===== src/design/fts_pkg.sv =====
// Package for the FAT timestamp block: field widths, reciprocal constants,
// register codes, the pipeline's carried item type and the month-length table.
// No dependencies.
`default_nettype none

package fts_pkg;

  // Widths of the intermediate counts. The widest uptime gives at most
  // 4 294 967 s, which fits 23 bits, and a day count before the month walk
  // below 90.
  localparam int unsigned SEC_W = 23;
  localparam int unsigned MIN_W = 17;
  localparam int unsigned HR_W  = 11;
  localparam int unsigned DAY_W = 7;
  localparam int unsigned YR_W  = 13;

  // Reciprocals for exact division by a constant: q = (x * MUL) >> SH.
  localparam logic [28:0] DIV1000_MUL = 29'd274877907;
  localparam int unsigned DIV1000_SH  = 38;
  localparam logic [23:0] DIV60S_MUL  = 24'd8947849;
  localparam int unsigned DIV60S_SH   = 29;
  localparam logic [17:0] DIV60M_MUL  = 18'd139811;
  localparam int unsigned DIV60M_SH   = 23;
  localparam logic [11:0] DIV24_MUL   = 12'd2731;
  localparam int unsigned DIV24_SH    = 16;
  localparam logic [13:0] DIV25_MUL   = 14'd10486;
  localparam int unsigned DIV25_SH    = 18;

  // Number of month steps in the walk; two always suffice, one spare.
  localparam int unsigned WALK_STEPS = 3;

  localparam logic [11:0] YEAR_MIN = 12'd1980;
  localparam logic [11:0] YEAR_MAX = 12'd2107;

  // Configuration register reset values.
  localparam logic [11:0] RST_YEAR   = 12'd1980;
  localparam logic [3:0]  RST_MONTH  = 4'd1;
  localparam logic [4:0]  RST_DAY    = 5'd1;
  localparam logic [4:0]  RST_HOUR   = 5'd0;
  localparam logic [5:0]  RST_MINUTE = 6'd0;
  localparam logic [5:0]  RST_SECOND = 6'd0;

  localparam logic [3:0] MONTH_JAN = 4'd1;
  localparam logic [3:0] MONTH_FEB = 4'd2;
  localparam logic [3:0] MONTH_DEC = 4'd12;

  typedef enum logic [2:0] {
    REG_BASE_YEAR   = 3'd0,
    REG_BASE_MONTH  = 3'd1,
    REG_BASE_DAY    = 3'd2,
    REG_BASE_HOUR   = 3'd3,
    REG_BASE_MINUTE = 3'd4,
    REG_BASE_SECOND = 3'd5
  } cfg_reg_e;

  // Item as it travels through the month walk.
  typedef struct packed {
    logic             valid;
    logic             yinc;
    logic [3:0]       month;
    logic [DAY_W-1:0] day;
    logic [4:0]       hour;
    logic [5:0]       minute;
    logic [5:0]       second;
  } walk_t;

  // Length of a month; month is already in 1..12.
  function automatic logic [4:0] days_in(input logic [3:0] month, input logic leap);
    logic [4:0] len;
    begin
      unique case (month)
        MONTH_FEB:                 len = leap ? 5'd29 : 5'd28;
        4'd4, 4'd6, 4'd9, 4'd11:   len = 5'd30;
        default:                   len = 5'd31;
      endcase
      return len;
    end
  endfunction

endpackage

`default_nettype wire


===== src/design/fts_clock_pipe.sv =====
// Time-of-day part of the FAT timestamp pipeline: eight register stages that
// split the uptime into seconds, minutes, hours and a day count.
// Depends on fts_pkg.
`default_nettype none

module fts_clock_pipe (
  input  wire logic                  clk_i,
  input  wire logic                  rst_ni,
  input  wire logic                  in_valid_i,
  input  wire logic [31:0]           uptime_ms_i,
  input  wire logic [3:0]            base_month_i,
  input  wire logic [4:0]            base_day_i,
  input  wire logic [4:0]            base_hour_i,
  input  wire logic [5:0]            base_minute_i,
  input  wire logic [5:0]            base_second_i,
  output fts_pkg::walk_t             item_o
);

  localparam int unsigned SW = fts_pkg::SEC_W;
  localparam int unsigned MW = fts_pkg::MIN_W;
  localparam int unsigned HW = fts_pkg::HR_W;
  localparam int unsigned DW = fts_pkg::DAY_W;

  logic [7:0] valid_q;

  // Stage payload registers.
  logic [SW-1:0] q1_q;
  logic [SW-1:0] sec2_q;
  logic [SW-1:0] sec3_q;
  logic [MW-1:0] sq3_q;
  logic [5:0]    sec4_q, sec5_q, sec6_q, sec7_q, sec8_q;
  logic [MW-1:0] min4_q, min5_q;
  logic [HW-1:0] mq5_q;
  logic [5:0]    min6_q, min7_q, min8_q;
  logic [HW-1:0] hr6_q, hr7_q;
  logic [5:0]    hq7_q;
  logic [4:0]    hr8_q;
  logic [DW-1:0] day8_q;
  logic [3:0]    mon8_q;

  logic [60:0]   p1;
  logic [46:0]   p3;
  logic [34:0]   p5;
  logic [22:0]   p7;
  logic [SW-1:0] sq60;
  logic [MW-1:0] mq60;
  logic [9:0]    hq24;
  logic [SW-1:0] sec_rem;
  logic [MW-1:0] min_rem;
  logic [HW-1:0] hr_rem;
  logic [4:0]    day_norm;
  logic [3:0]    mon_norm;

  assign p1 = 61'(uptime_ms_i) * 61'(fts_pkg::DIV1000_MUL);
  assign p3 = 47'(sec2_q) * 47'(fts_pkg::DIV60S_MUL);
  assign p5 = 35'(min4_q) * 35'(fts_pkg::DIV60M_MUL);
  assign p7 = 23'(hr6_q) * 23'(fts_pkg::DIV24_MUL);

  // Quotient times 60 as 64q - 4q, times 24 as 16q + 8q.
  assign sq60    = {sq3_q, 6'b0} - {4'b0, sq3_q, 2'b0};
  assign mq60    = {mq5_q, 6'b0} - {4'b0, mq5_q, 2'b0};
  assign hq24    = {hq7_q, 4'b0} + {1'b0, hq7_q, 3'b0};
  assign sec_rem = sec3_q - sq60;
  assign min_rem = min5_q - mq60;
  assign hr_rem  = hr7_q - HW'(hq24);

  // A zero day counts as the first; months outside 1..12 are pulled in.
  assign day_norm = (base_day_i == 5'd0) ? 5'd1 : base_day_i;
  always_comb begin
    if (base_month_i == 4'd0) begin
      mon_norm = fts_pkg::MONTH_JAN;
    end else if (base_month_i > fts_pkg::MONTH_DEC) begin
      mon_norm = fts_pkg::MONTH_DEC;
    end else begin
      mon_norm = base_month_i;
    end
  end

  always_ff @(posedge clk_i or negedge rst_ni) begin
    if (!rst_ni) begin
      valid_q <= '0;
    end else begin
      valid_q <= {valid_q[6:0], in_valid_i};
    end
  end

  always_ff @(posedge clk_i) begin
    q1_q   <= p1[fts_pkg::DIV1000_SH +: SW];
    sec2_q <= q1_q + SW'(base_second_i);
    sec3_q <= sec2_q;
    sq3_q  <= p3[fts_pkg::DIV60S_SH +: MW];
    sec4_q <= sec_rem[5:0];
    min4_q <= sq3_q + MW'(base_minute_i);
    sec5_q <= sec4_q;
    min5_q <= min4_q;
    mq5_q  <= p5[fts_pkg::DIV60M_SH +: HW];
    sec6_q <= sec5_q;
    min6_q <= min_rem[5:0];
    hr6_q  <= mq5_q + HW'(base_hour_i);
    sec7_q <= sec6_q;
    min7_q <= min6_q;
    hr7_q  <= hr6_q;
    hq7_q  <= p7[fts_pkg::DIV24_SH +: 6];
    sec8_q <= sec7_q;
    min8_q <= min7_q;
    hr8_q  <= hr_rem[4:0];
    day8_q <= DW'(day_norm) + DW'(hq7_q);
    mon8_q <= mon_norm;
  end

  assign item_o = '{valid:  valid_q[7],
                    yinc:   1'b0,
                    month:  mon8_q,
                    day:    day8_q,
                    hour:   hr8_q,
                    minute: min8_q,
                    second: sec8_q};

endmodule

`default_nettype wire


===== src/design/fts_walk_step.sv =====
// One registered step of the month walk: moves surplus days into the next
// month, wrapping December into January of the following year.
// Depends on fts_pkg.
`default_nettype none

module fts_walk_step (
  input  wire logic           clk_i,
  input  wire logic           rst_ni,
  input  wire logic           leap0_i,
  input  wire logic           leap1_i,
  input  wire fts_pkg::walk_t item_i,
  output fts_pkg::walk_t      item_o
);

  fts_pkg::walk_t item_d, item_q;
  logic [4:0]     len;
  logic           valid_q;

  assign len = fts_pkg::days_in(item_i.month, item_i.yinc ? leap1_i : leap0_i);

  always_comb begin
    item_d = item_i;
    if (item_i.day > fts_pkg::DAY_W'(len)) begin
      item_d.day = item_i.day - fts_pkg::DAY_W'(len);
      if (item_i.month == fts_pkg::MONTH_DEC) begin
        item_d.month = fts_pkg::MONTH_JAN;
        item_d.yinc  = 1'b1;
      end else begin
        item_d.month = item_i.month + 4'd1;
      end
    end
  end

  always_ff @(posedge clk_i or negedge rst_ni) begin
    if (!rst_ni) begin
      valid_q <= 1'b0;
    end else begin
      valid_q <= item_i.valid;
    end
  end

  always_ff @(posedge clk_i) begin
    item_q <= item_d;
  end

  always_comb begin
    item_o       = item_q;
    item_o.valid = valid_q;
  end

endmodule

`default_nettype wire


===== src/design/fat_timestamp_from_uptime.sv =====
// Top level of the FAT timestamp block: configuration registers, leap-year
// flags, the time-of-day pipeline, the month walk and the output packer.
// Depends on fts_pkg, fts_clock_pipe and fts_walk_step.
`default_nettype none

// Pipeline: a taken start transaction passes eight stages of time-of-day
//   arithmetic, three month-walk steps and the output register before its
//   result appears. The pipeline is fully unrolled, so one transaction is
//   accepted every cycle while busy_o is low; done_o pulses once per transaction.
// Reset: asynchronous, active low. All valid bits clear, the reference date
//   returns to 1 January 1980 00:00:00 and busy_o is high for one cycle after.
module fat_timestamp_from_uptime (
  input  wire logic        clk_i,
  input  wire logic        rst_ni,
  // Command channel.
  input  wire logic        start_i,
  output logic             busy_o,
  input  wire logic [31:0] uptime_ms_i,
  // Result strobe and payload.
  output logic             done_o,
  output logic [31:0]      fat_stamp_o,
  // Configuration write channel.
  input  wire logic        cfg_valid_i,
  output logic             cfg_ready_o,
  input  wire logic [2:0]  cfg_index_i,
  input  wire logic [11:0] cfg_data_i
);

  localparam int unsigned YW = fts_pkg::YR_W;
  localparam int unsigned NS = fts_pkg::WALK_STEPS;

  // Reference date and time registers.
  logic [11:0] base_year_q;
  logic [3:0]  base_month_q;
  logic [4:0]  base_day_q;
  logic [4:0]  base_hour_q;
  logic [5:0]  base_minute_q;
  logic [5:0]  base_second_q;

  logic        busy_q;
  logic        cfg_write;

  // The user must change registers only between transactions; the block does
  // not enforce it. The leap flags for the reference year and the year after
  // it are kept in a small two-stage pipe of their own that follows base_year_q.
  logic [YW-1:0] year0, year1;
  logic [26:0]   yp0, yp1;
  logic [8:0]    yq0_q, yq1_q;
  logic [YW-1:0] y25_0, y25_1;
  logic [YW-1:0] r0, r1;
  logic          leap0_q, leap1_q;

  fts_pkg::walk_t walk [NS+1];

  logic [YW-1:0] year_out;
  logic [6:0]    year_field;
  logic [31:0]   stamp_d, stamp_q;
  logic          done_q;

  assign cfg_ready_o = 1'b1;
  assign cfg_write   = cfg_valid_i & cfg_ready_o;
  assign busy_o      = busy_q;

  // The block keeps no state between transactions; busy only covers the
  // first cycle out of reset.
  always_ff @(posedge clk_i or negedge rst_ni) begin
    if (!rst_ni) begin
      busy_q <= 1'b1;
    end else begin
      busy_q <= 1'b0;
    end
  end

  always_ff @(posedge clk_i or negedge rst_ni) begin
    if (!rst_ni) begin
      base_year_q   <= fts_pkg::RST_YEAR;
      base_month_q  <= fts_pkg::RST_MONTH;
      base_day_q    <= fts_pkg::RST_DAY;
      base_hour_q   <= fts_pkg::RST_HOUR;
      base_minute_q <= fts_pkg::RST_MINUTE;
      base_second_q <= fts_pkg::RST_SECOND;
    end else if (cfg_write) begin
      unique case (fts_pkg::cfg_reg_e'(cfg_index_i))
        fts_pkg::REG_BASE_YEAR:   base_year_q   <= cfg_data_i;
        fts_pkg::REG_BASE_MONTH:  base_month_q  <= cfg_data_i[3:0];
        fts_pkg::REG_BASE_DAY:    base_day_q    <= cfg_data_i[4:0];
        fts_pkg::REG_BASE_HOUR:   base_hour_q   <= cfg_data_i[4:0];
        fts_pkg::REG_BASE_MINUTE: base_minute_q <= cfg_data_i[5:0];
        fts_pkg::REG_BASE_SECOND: base_second_q <= cfg_data_i[5:0];
        default: ;
      endcase
    end
  end

  // Leap rule: divisible by 4, and either not by 100 or by 400. For a
  // multiple of 4 that is: not a multiple of 25, or a multiple of 16.
  assign year0 = YW'(base_year_q);
  assign year1 = year0 + YW'(1);
  assign yp0   = 27'(year0) * 27'(fts_pkg::DIV25_MUL);
  assign yp1   = 27'(year1) * 27'(fts_pkg::DIV25_MUL);
  assign y25_0 = {yq0_q, 4'b0} + {1'b0, yq0_q, 3'b0} + {4'b0, yq0_q};
  assign y25_1 = {yq1_q, 4'b0} + {1'b0, yq1_q, 3'b0} + {4'b0, yq1_q};
  assign r0    = year0 - y25_0;
  assign r1    = year1 - y25_1;

  always_ff @(posedge clk_i) begin
    yq0_q   <= yp0[fts_pkg::DIV25_SH +: 9];
    yq1_q   <= yp1[fts_pkg::DIV25_SH +: 9];
    leap0_q <= (year0[1:0] == 2'b00) && ((r0 != '0) || (year0[3:0] == 4'b0000));
    leap1_q <= (year1[1:0] == 2'b00) && ((r1 != '0) || (year1[3:0] == 4'b0000));
  end

  fts_clock_pipe u_clock (
    .clk_i         (clk_i),
    .rst_ni        (rst_ni),
    .in_valid_i    (start_i & ~busy_q),
    .uptime_ms_i   (uptime_ms_i),
    .base_month_i  (base_month_q),
    .base_day_i    (base_day_q),
    .base_hour_i   (base_hour_q),
    .base_minute_i (base_minute_q),
    .base_second_i (base_second_q),
    .item_o        (walk[0])
  );

  // The day count stays below 90, so two month steps always finish the walk;
  // the third step passes its item through unchanged.
  for (genvar g = 0; g < NS; g++) begin : g_walk
    fts_walk_step u_step (
      .clk_i   (clk_i),
      .rst_ni  (rst_ni),
      .leap0_i (leap0_q),
      .leap1_i (leap1_q),
      .item_i  (walk[g]),
      .item_o  (walk[g+1])
    );
  end

  // The walk advances the year by at most one; clamp to the FAT range.
  assign year_out = year0 + YW'(walk[NS].yinc);
  always_comb begin
    if (year_out < YW'(fts_pkg::YEAR_MIN)) begin
      year_field = 7'd0;
    end else if (year_out > YW'(fts_pkg::YEAR_MAX)) begin
      year_field = 7'(fts_pkg::YEAR_MAX - fts_pkg::YEAR_MIN);
    end else begin
      year_field = 7'(year_out - YW'(fts_pkg::YEAR_MIN));
    end
  end

  assign stamp_d = {year_field, walk[NS].month, walk[NS].day[4:0], walk[NS].hour,
                    walk[NS].minute, walk[NS].second[5:1]};

  always_ff @(posedge clk_i or negedge rst_ni) begin
    if (!rst_ni) begin
      done_q <= 1'b0;
    end else begin
      done_q <= walk[NS].valid;
    end
  end

  always_ff @(posedge clk_i) begin
    stamp_q <= stamp_d;
  end

  assign done_o      = done_q;
  assign fat_stamp_o = stamp_q;

  // Every accepted transaction yields its result once it has passed the pipeline.
  a_latency_fwd: assert property (@(posedge clk_i) disable iff (!rst_ni)
    (start_i && !busy_o) |-> ##12 done_o)
    else $error("accepted transaction gave no result after 12 cycles");

  a_latency_bwd: assert property (@(posedge clk_i) disable iff (!rst_ni)
    done_o |-> $past(start_i && !busy_o, 12))
    else $error("result without a matching transaction");

  // The walk leaves a valid month and a non-zero day no longer than February allows.
  a_date_range: assert property (@(posedge clk_i) disable iff (!rst_ni)
    done_o |-> (fat_stamp_o[24:21] != 4'd0) && (fat_stamp_o[24:21] <= 4'd12) &&
               (fat_stamp_o[20:16] != 5'd0) &&
               ((fat_stamp_o[24:21] != 4'd2) || (fat_stamp_o[20:16] <= 5'd29)))
    else $error("month or day out of range after the walk");

  // The carries leave hours, minutes and halved seconds within their ranges.
  a_time_range: assert property (@(posedge clk_i) disable iff (!rst_ni)
    done_o |-> (fat_stamp_o[15:11] < 5'd24) && (fat_stamp_o[10:5] < 6'd60) &&
               (fat_stamp_o[4:0] < 5'd30))
    else $error("time of day out of range");

endmodule

`default_nettype wire


===== config.mk =====
export PLATFORM = sky130hd
export DESIGN_NAME = fat_timestamp_from_uptime
export DESIGN_NICKNAME = d
export VERILOG_FILES = /design/src/design/fts_pkg.sv /design/src/design/fts_clock_pipe.sv /design/src/design/fts_walk_step.sv /design/src/design/fat_timestamp_from_uptime.sv
export SDC_FILE = /design/constraint.sdc
export NUM_CORES = 2
export LEC_CHECK = 0
export ABC_CLOCK_PERIOD_IN_PS = 7300
export BUFFER_PORTS_ARGS = -buffer_cell sky130_fd_sc_hd__buf_4
export CORE_UTILIZATION = 45
export CTS_BUF_LIST = sky130_fd_sc_hd__clkbuf_4
export CTS_CLUSTER_SIZE = 8
export DETAILED_ROUTE_END_ITERATION = 6
export PLACE_DENSITY_LB_ADDON = 0.12
export SLEW_MARGIN = 30
export SYNTH_ARGS = -nofsm -noshare
export SYNTH_HDL_FRONTEND = slang
export SYNTH_SLANG_ARGS = --single-unit

===== constraint.sdc =====
create_clock -name clk_i -period 7.3 [get_ports clk_i]
set_input_delay 1.46 -clock clk_i [delete_from_list [all_inputs] [get_ports clk_i]]
set_output_delay 1.46 -clock clk_i [all_outputs]
set_load 0.03 [all_outputs]

==> summary.md <==
| Metric | Value |
|---|---|
| Status | finished clean |
| Fin. max-slew vios | 0 |
| Critical path class | in2reg |
| RSZ-0062 raised after global routing | no |
| Top_reg_cell synth | dfxtp_1 |
| EDFF count, synth | 0 |
| Vias per inst | around 4.8 |
| Layout area overhead | 12.3% |
| DP Worst Slack | -0.767 ns |
| WP data required | 7.95 ns |
| Relative slew slack | 0.473 |
| Final worst slack | 0.190 ns |
| Worst Hold Slack | 0.278 ns |
| Fin crit period | approximately 7 ns |
| HPWL after detailed placement | between 70 and 80 mm |
| Core Region | about 0.09 mm^2 |
| Port Buffers | 84 |
| Die width | around 300 um |
| GR met3 Demand/Resource | 0.0227 |
| Initial antenna violation count | 4 |
| Clock Skews | around 0.094 ns |
| Worst R2R Start | base_year_q[4] |
| Synthesized cell area | around 0.042 mm^2 |
| Final hold vios | 0 |
| Synth cell count leaders | inv_1 (1034), ha_1 (986), fa_1 (565) |
| Total gr overflow | 0 |
| First-pass GRT wire length | ~150 mm |
| Ys async rst share | 0.139 |
| Synthesized instance count | 4007 |
| CP Capture Type | register |
| Die height | approximately 310 um |
| Cell taking the most area after synthesis | ha_1 |
| Proportion of layout cells with a drive suffix above 1 | 0.126 |
| Worst Min Path Start | g_walk[2].u_step.item_o[11] |
| Largest net degree at the start of global routing | 52 |
| Finished Layout Cells | around 5700 |
| Root Driver | clkbuf_4 |
| DRT Pass-1 Iters | 5 |
| Dpl cells | around 5500 |
| CTS tree | yes |
| Clk Latency, worst-skew pair | 0.86 ns |
| Synth Register Bits | between 300 and 400 |
| Tightest Hold Check Type | reg2reg |
| FMAX | ~140 MHz |
| Count of cell types in the netlist | 94 |
| Vias in the first global route | ~29000 |
| Top cell type's share of synthesized area | 0.294 |
| GRT Max-Usage Layer | met2 |
| Final setup TNS | 0 ns |
| Rows | 111 |
| Htree depth | 3 |
| Worst-path clk slew | around 0.080 ns |
| M2 GR Usage | 0.349 |
| Clk buf depth | 3 |
| Met1 Use GR | 0.266 |
| Starting Density | 0.456 |
| Startpoint types | input pin |
| Worst EP arrival | ~7.8 ns |
| Worst-path fanout max | 4 |
| IO Pins | 86 |
| Final nets | roughly 5900 |
| Clk sinks | between 300 and 400 |
| Tot GR Track Use | 0.201 |
| DRT iter0 DRCs | about 830 |
| Fill cell count | roughly 8600 |
| Num CTS Buffers | 98 |
| Vias | roughly 27000 |
| DRC Markers | 0 |
| Detailed Route WL | around 90 mm |
| Max Cap Viol | 0 |
| Final ANT Viol Nets | 0 |
| Syn nets | ~5600 |
| Die Area | approximately 0.095 mm^2 |
| Crit share post-route | 0.974 |
| Critical Path Source | uptime_ms_i[8] |
| Routed wire per std cell | ~16 um |
| Syn Area/Cell | about 10 um^2 |
| Synth area leaders | ha_1 (29%), fa_1 (27%), dfxtp_1 (15%) |
| Register area share after synthesis | 0.181 |
| Worst-margin pin slew | between 0.7 and 0.8 ns |
| Most frequent cell after synthesis | inv_1 |
| Final setup viols | 0 |
| GP Congestion | about 0.87 |
| Ys Warns | 0 |
| Cts hold-fix bufs | 0 |
==> routing by layer <==
layer  vias to the layer above  share of wire  routed length (um)
li1                      13600              -                   -
met1                     13100           0.47               42500
met2                       319           0.48               43600
met3                       102          0.028                2490
met4                         0          0.020                1770
met5                         -              0                   0
==> through the flow <==
| stage | instance area, um^2 | util |
|---|---|---|
| 5_1_grt | 47200 | 0.513 |
| 3_5_place_dp | 45800 | 0.497 |
| 4_1_cts | 47100 | 0.511 |
| 2_1_floorplan | 42500 | - |
| 6_report | 47200 | 0.513 |
| 3_3_place_gp | 45800 | 0.497 |
==> area by class of cell <==
class                           instances  area [um^2]  area share
Inverter                             1036         3890      0.0824
Sequential cell                       367         7620       0.161
Timing Repair Buffer                  253         1940      0.0411
Clock buffer                          140         1050      0.0223
Clock inverter                         43          239     0.00506
Tap cell                             1243         1560      0.0329
Multi-Input combinational cell       2583        30900       0.655
Antenna cell                            3         7.51    0.000159
==> final timing paths <==
kind	end	slack, ns	cells after the start
setup / recovery	u_clock.q1_q[18]	0.19	28
hold / removal	fat_stamp_o[10]	0.28	0
setup reg to reg	yq1_q[5]	0.70	23
hold reg to reg	fat_stamp_o[10]	0.28	0
max in group asynchronous	base_second_q[0]	6.07	1
min in group asynchronous	u_clock.valid_q[7]	0.69	1
==> cell families (layout without fill, tap and decap cells) <==
group / count (synthesis) / count (layout) / synth area share
other cells: 2 / 5 / 0.000179
compound gates: 423 / 423 / 0.0669
xor+xnor: 169 / 169 / 0.0352
fa+ha+maj: 1551 / 1551 / 0.563
simple gates: 401 / 401 / 0.0483
mux: 37 / 37 / 0.00974
buf+inv: 1057 / 1472 / 0.0957
flops: 367 / 367 / 0.181
==> cell usage in the layout, fill, tap and decap left out, types with 51 or more instances in the layout <==
| master | n |
|---|---|
| inv_1 | 1031 |
| ha_1 | 955 |
| fa_1 | 546 |
| dfxtp_1 | 316 |
| buf_4 | 246 |
| clkbuf_4 | 140 |
| a21oi_1 | 126 |
| xnor2_1 | 116 |
| nor2_1 | 93 |
| nand2_1 | 92 |
| o21ai_0 | 78 |
| a21o_1 | 62 |
| xor2_1 | 51 |
==> worst max-delay path: stages <==
cell	delay [ns]
buf_4	0.15
buf_4	0.14
ha_4	0.22
fa_2	0.38
fa_1	0.48
inv_1	0.05
fa_1	0.50
inv_1	0.06
fa_1	0.50
inv_1	0.05
fa_1	0.47
inv_1	0.06
fa_1	0.52
inv_1	0.05
fa_1	0.49
inv_2	0.05
ha_4	0.26
nand2_2	0.06
nor2_1	0.09
a31oi_1	0.13
a2111oi_4	0.28
buf_4	0.19
o211ai_4	0.12
a31oi_4	0.24
o22ai_4	0.10
o311ai_4	0.36
a211oi_2	0.15
xnor2_1	0.15
==> repair_timing <==
item | 4_1_cts | 5_1_grt
setup buffers | 0 | 2
endpoints found under the setup margin | 0 | 9
gates resized for setup | 0 | 17
==> state kept, by name (all words and copies together) (netlist names), 6 cells and up <==
register,cells
g_walk.u_step.item_o,82
fat_stamp_o,32
u_clock.q1_q,23
u_clock.sec2_q,23
u_clock.min4_q,17
u_clock.sq3_q,17
base_year_q,12
u_clock.hr6_q,11
u_clock.mq5_q,11
yq1_q,9
u_clock.valid_q,8
yq0_q,8
u_clock.day8_q,7
base_minute_q,6
base_second_q,6
u_clock.hq7_q,6
u_clock.min5_q,6
u_clock.min6_q,6
u_clock.min7_q,6
u_clock.min8_q,6
Power is not shown: default switching activity piles up to over one toggle a cycle in this logic, so the estimate is an artifact.
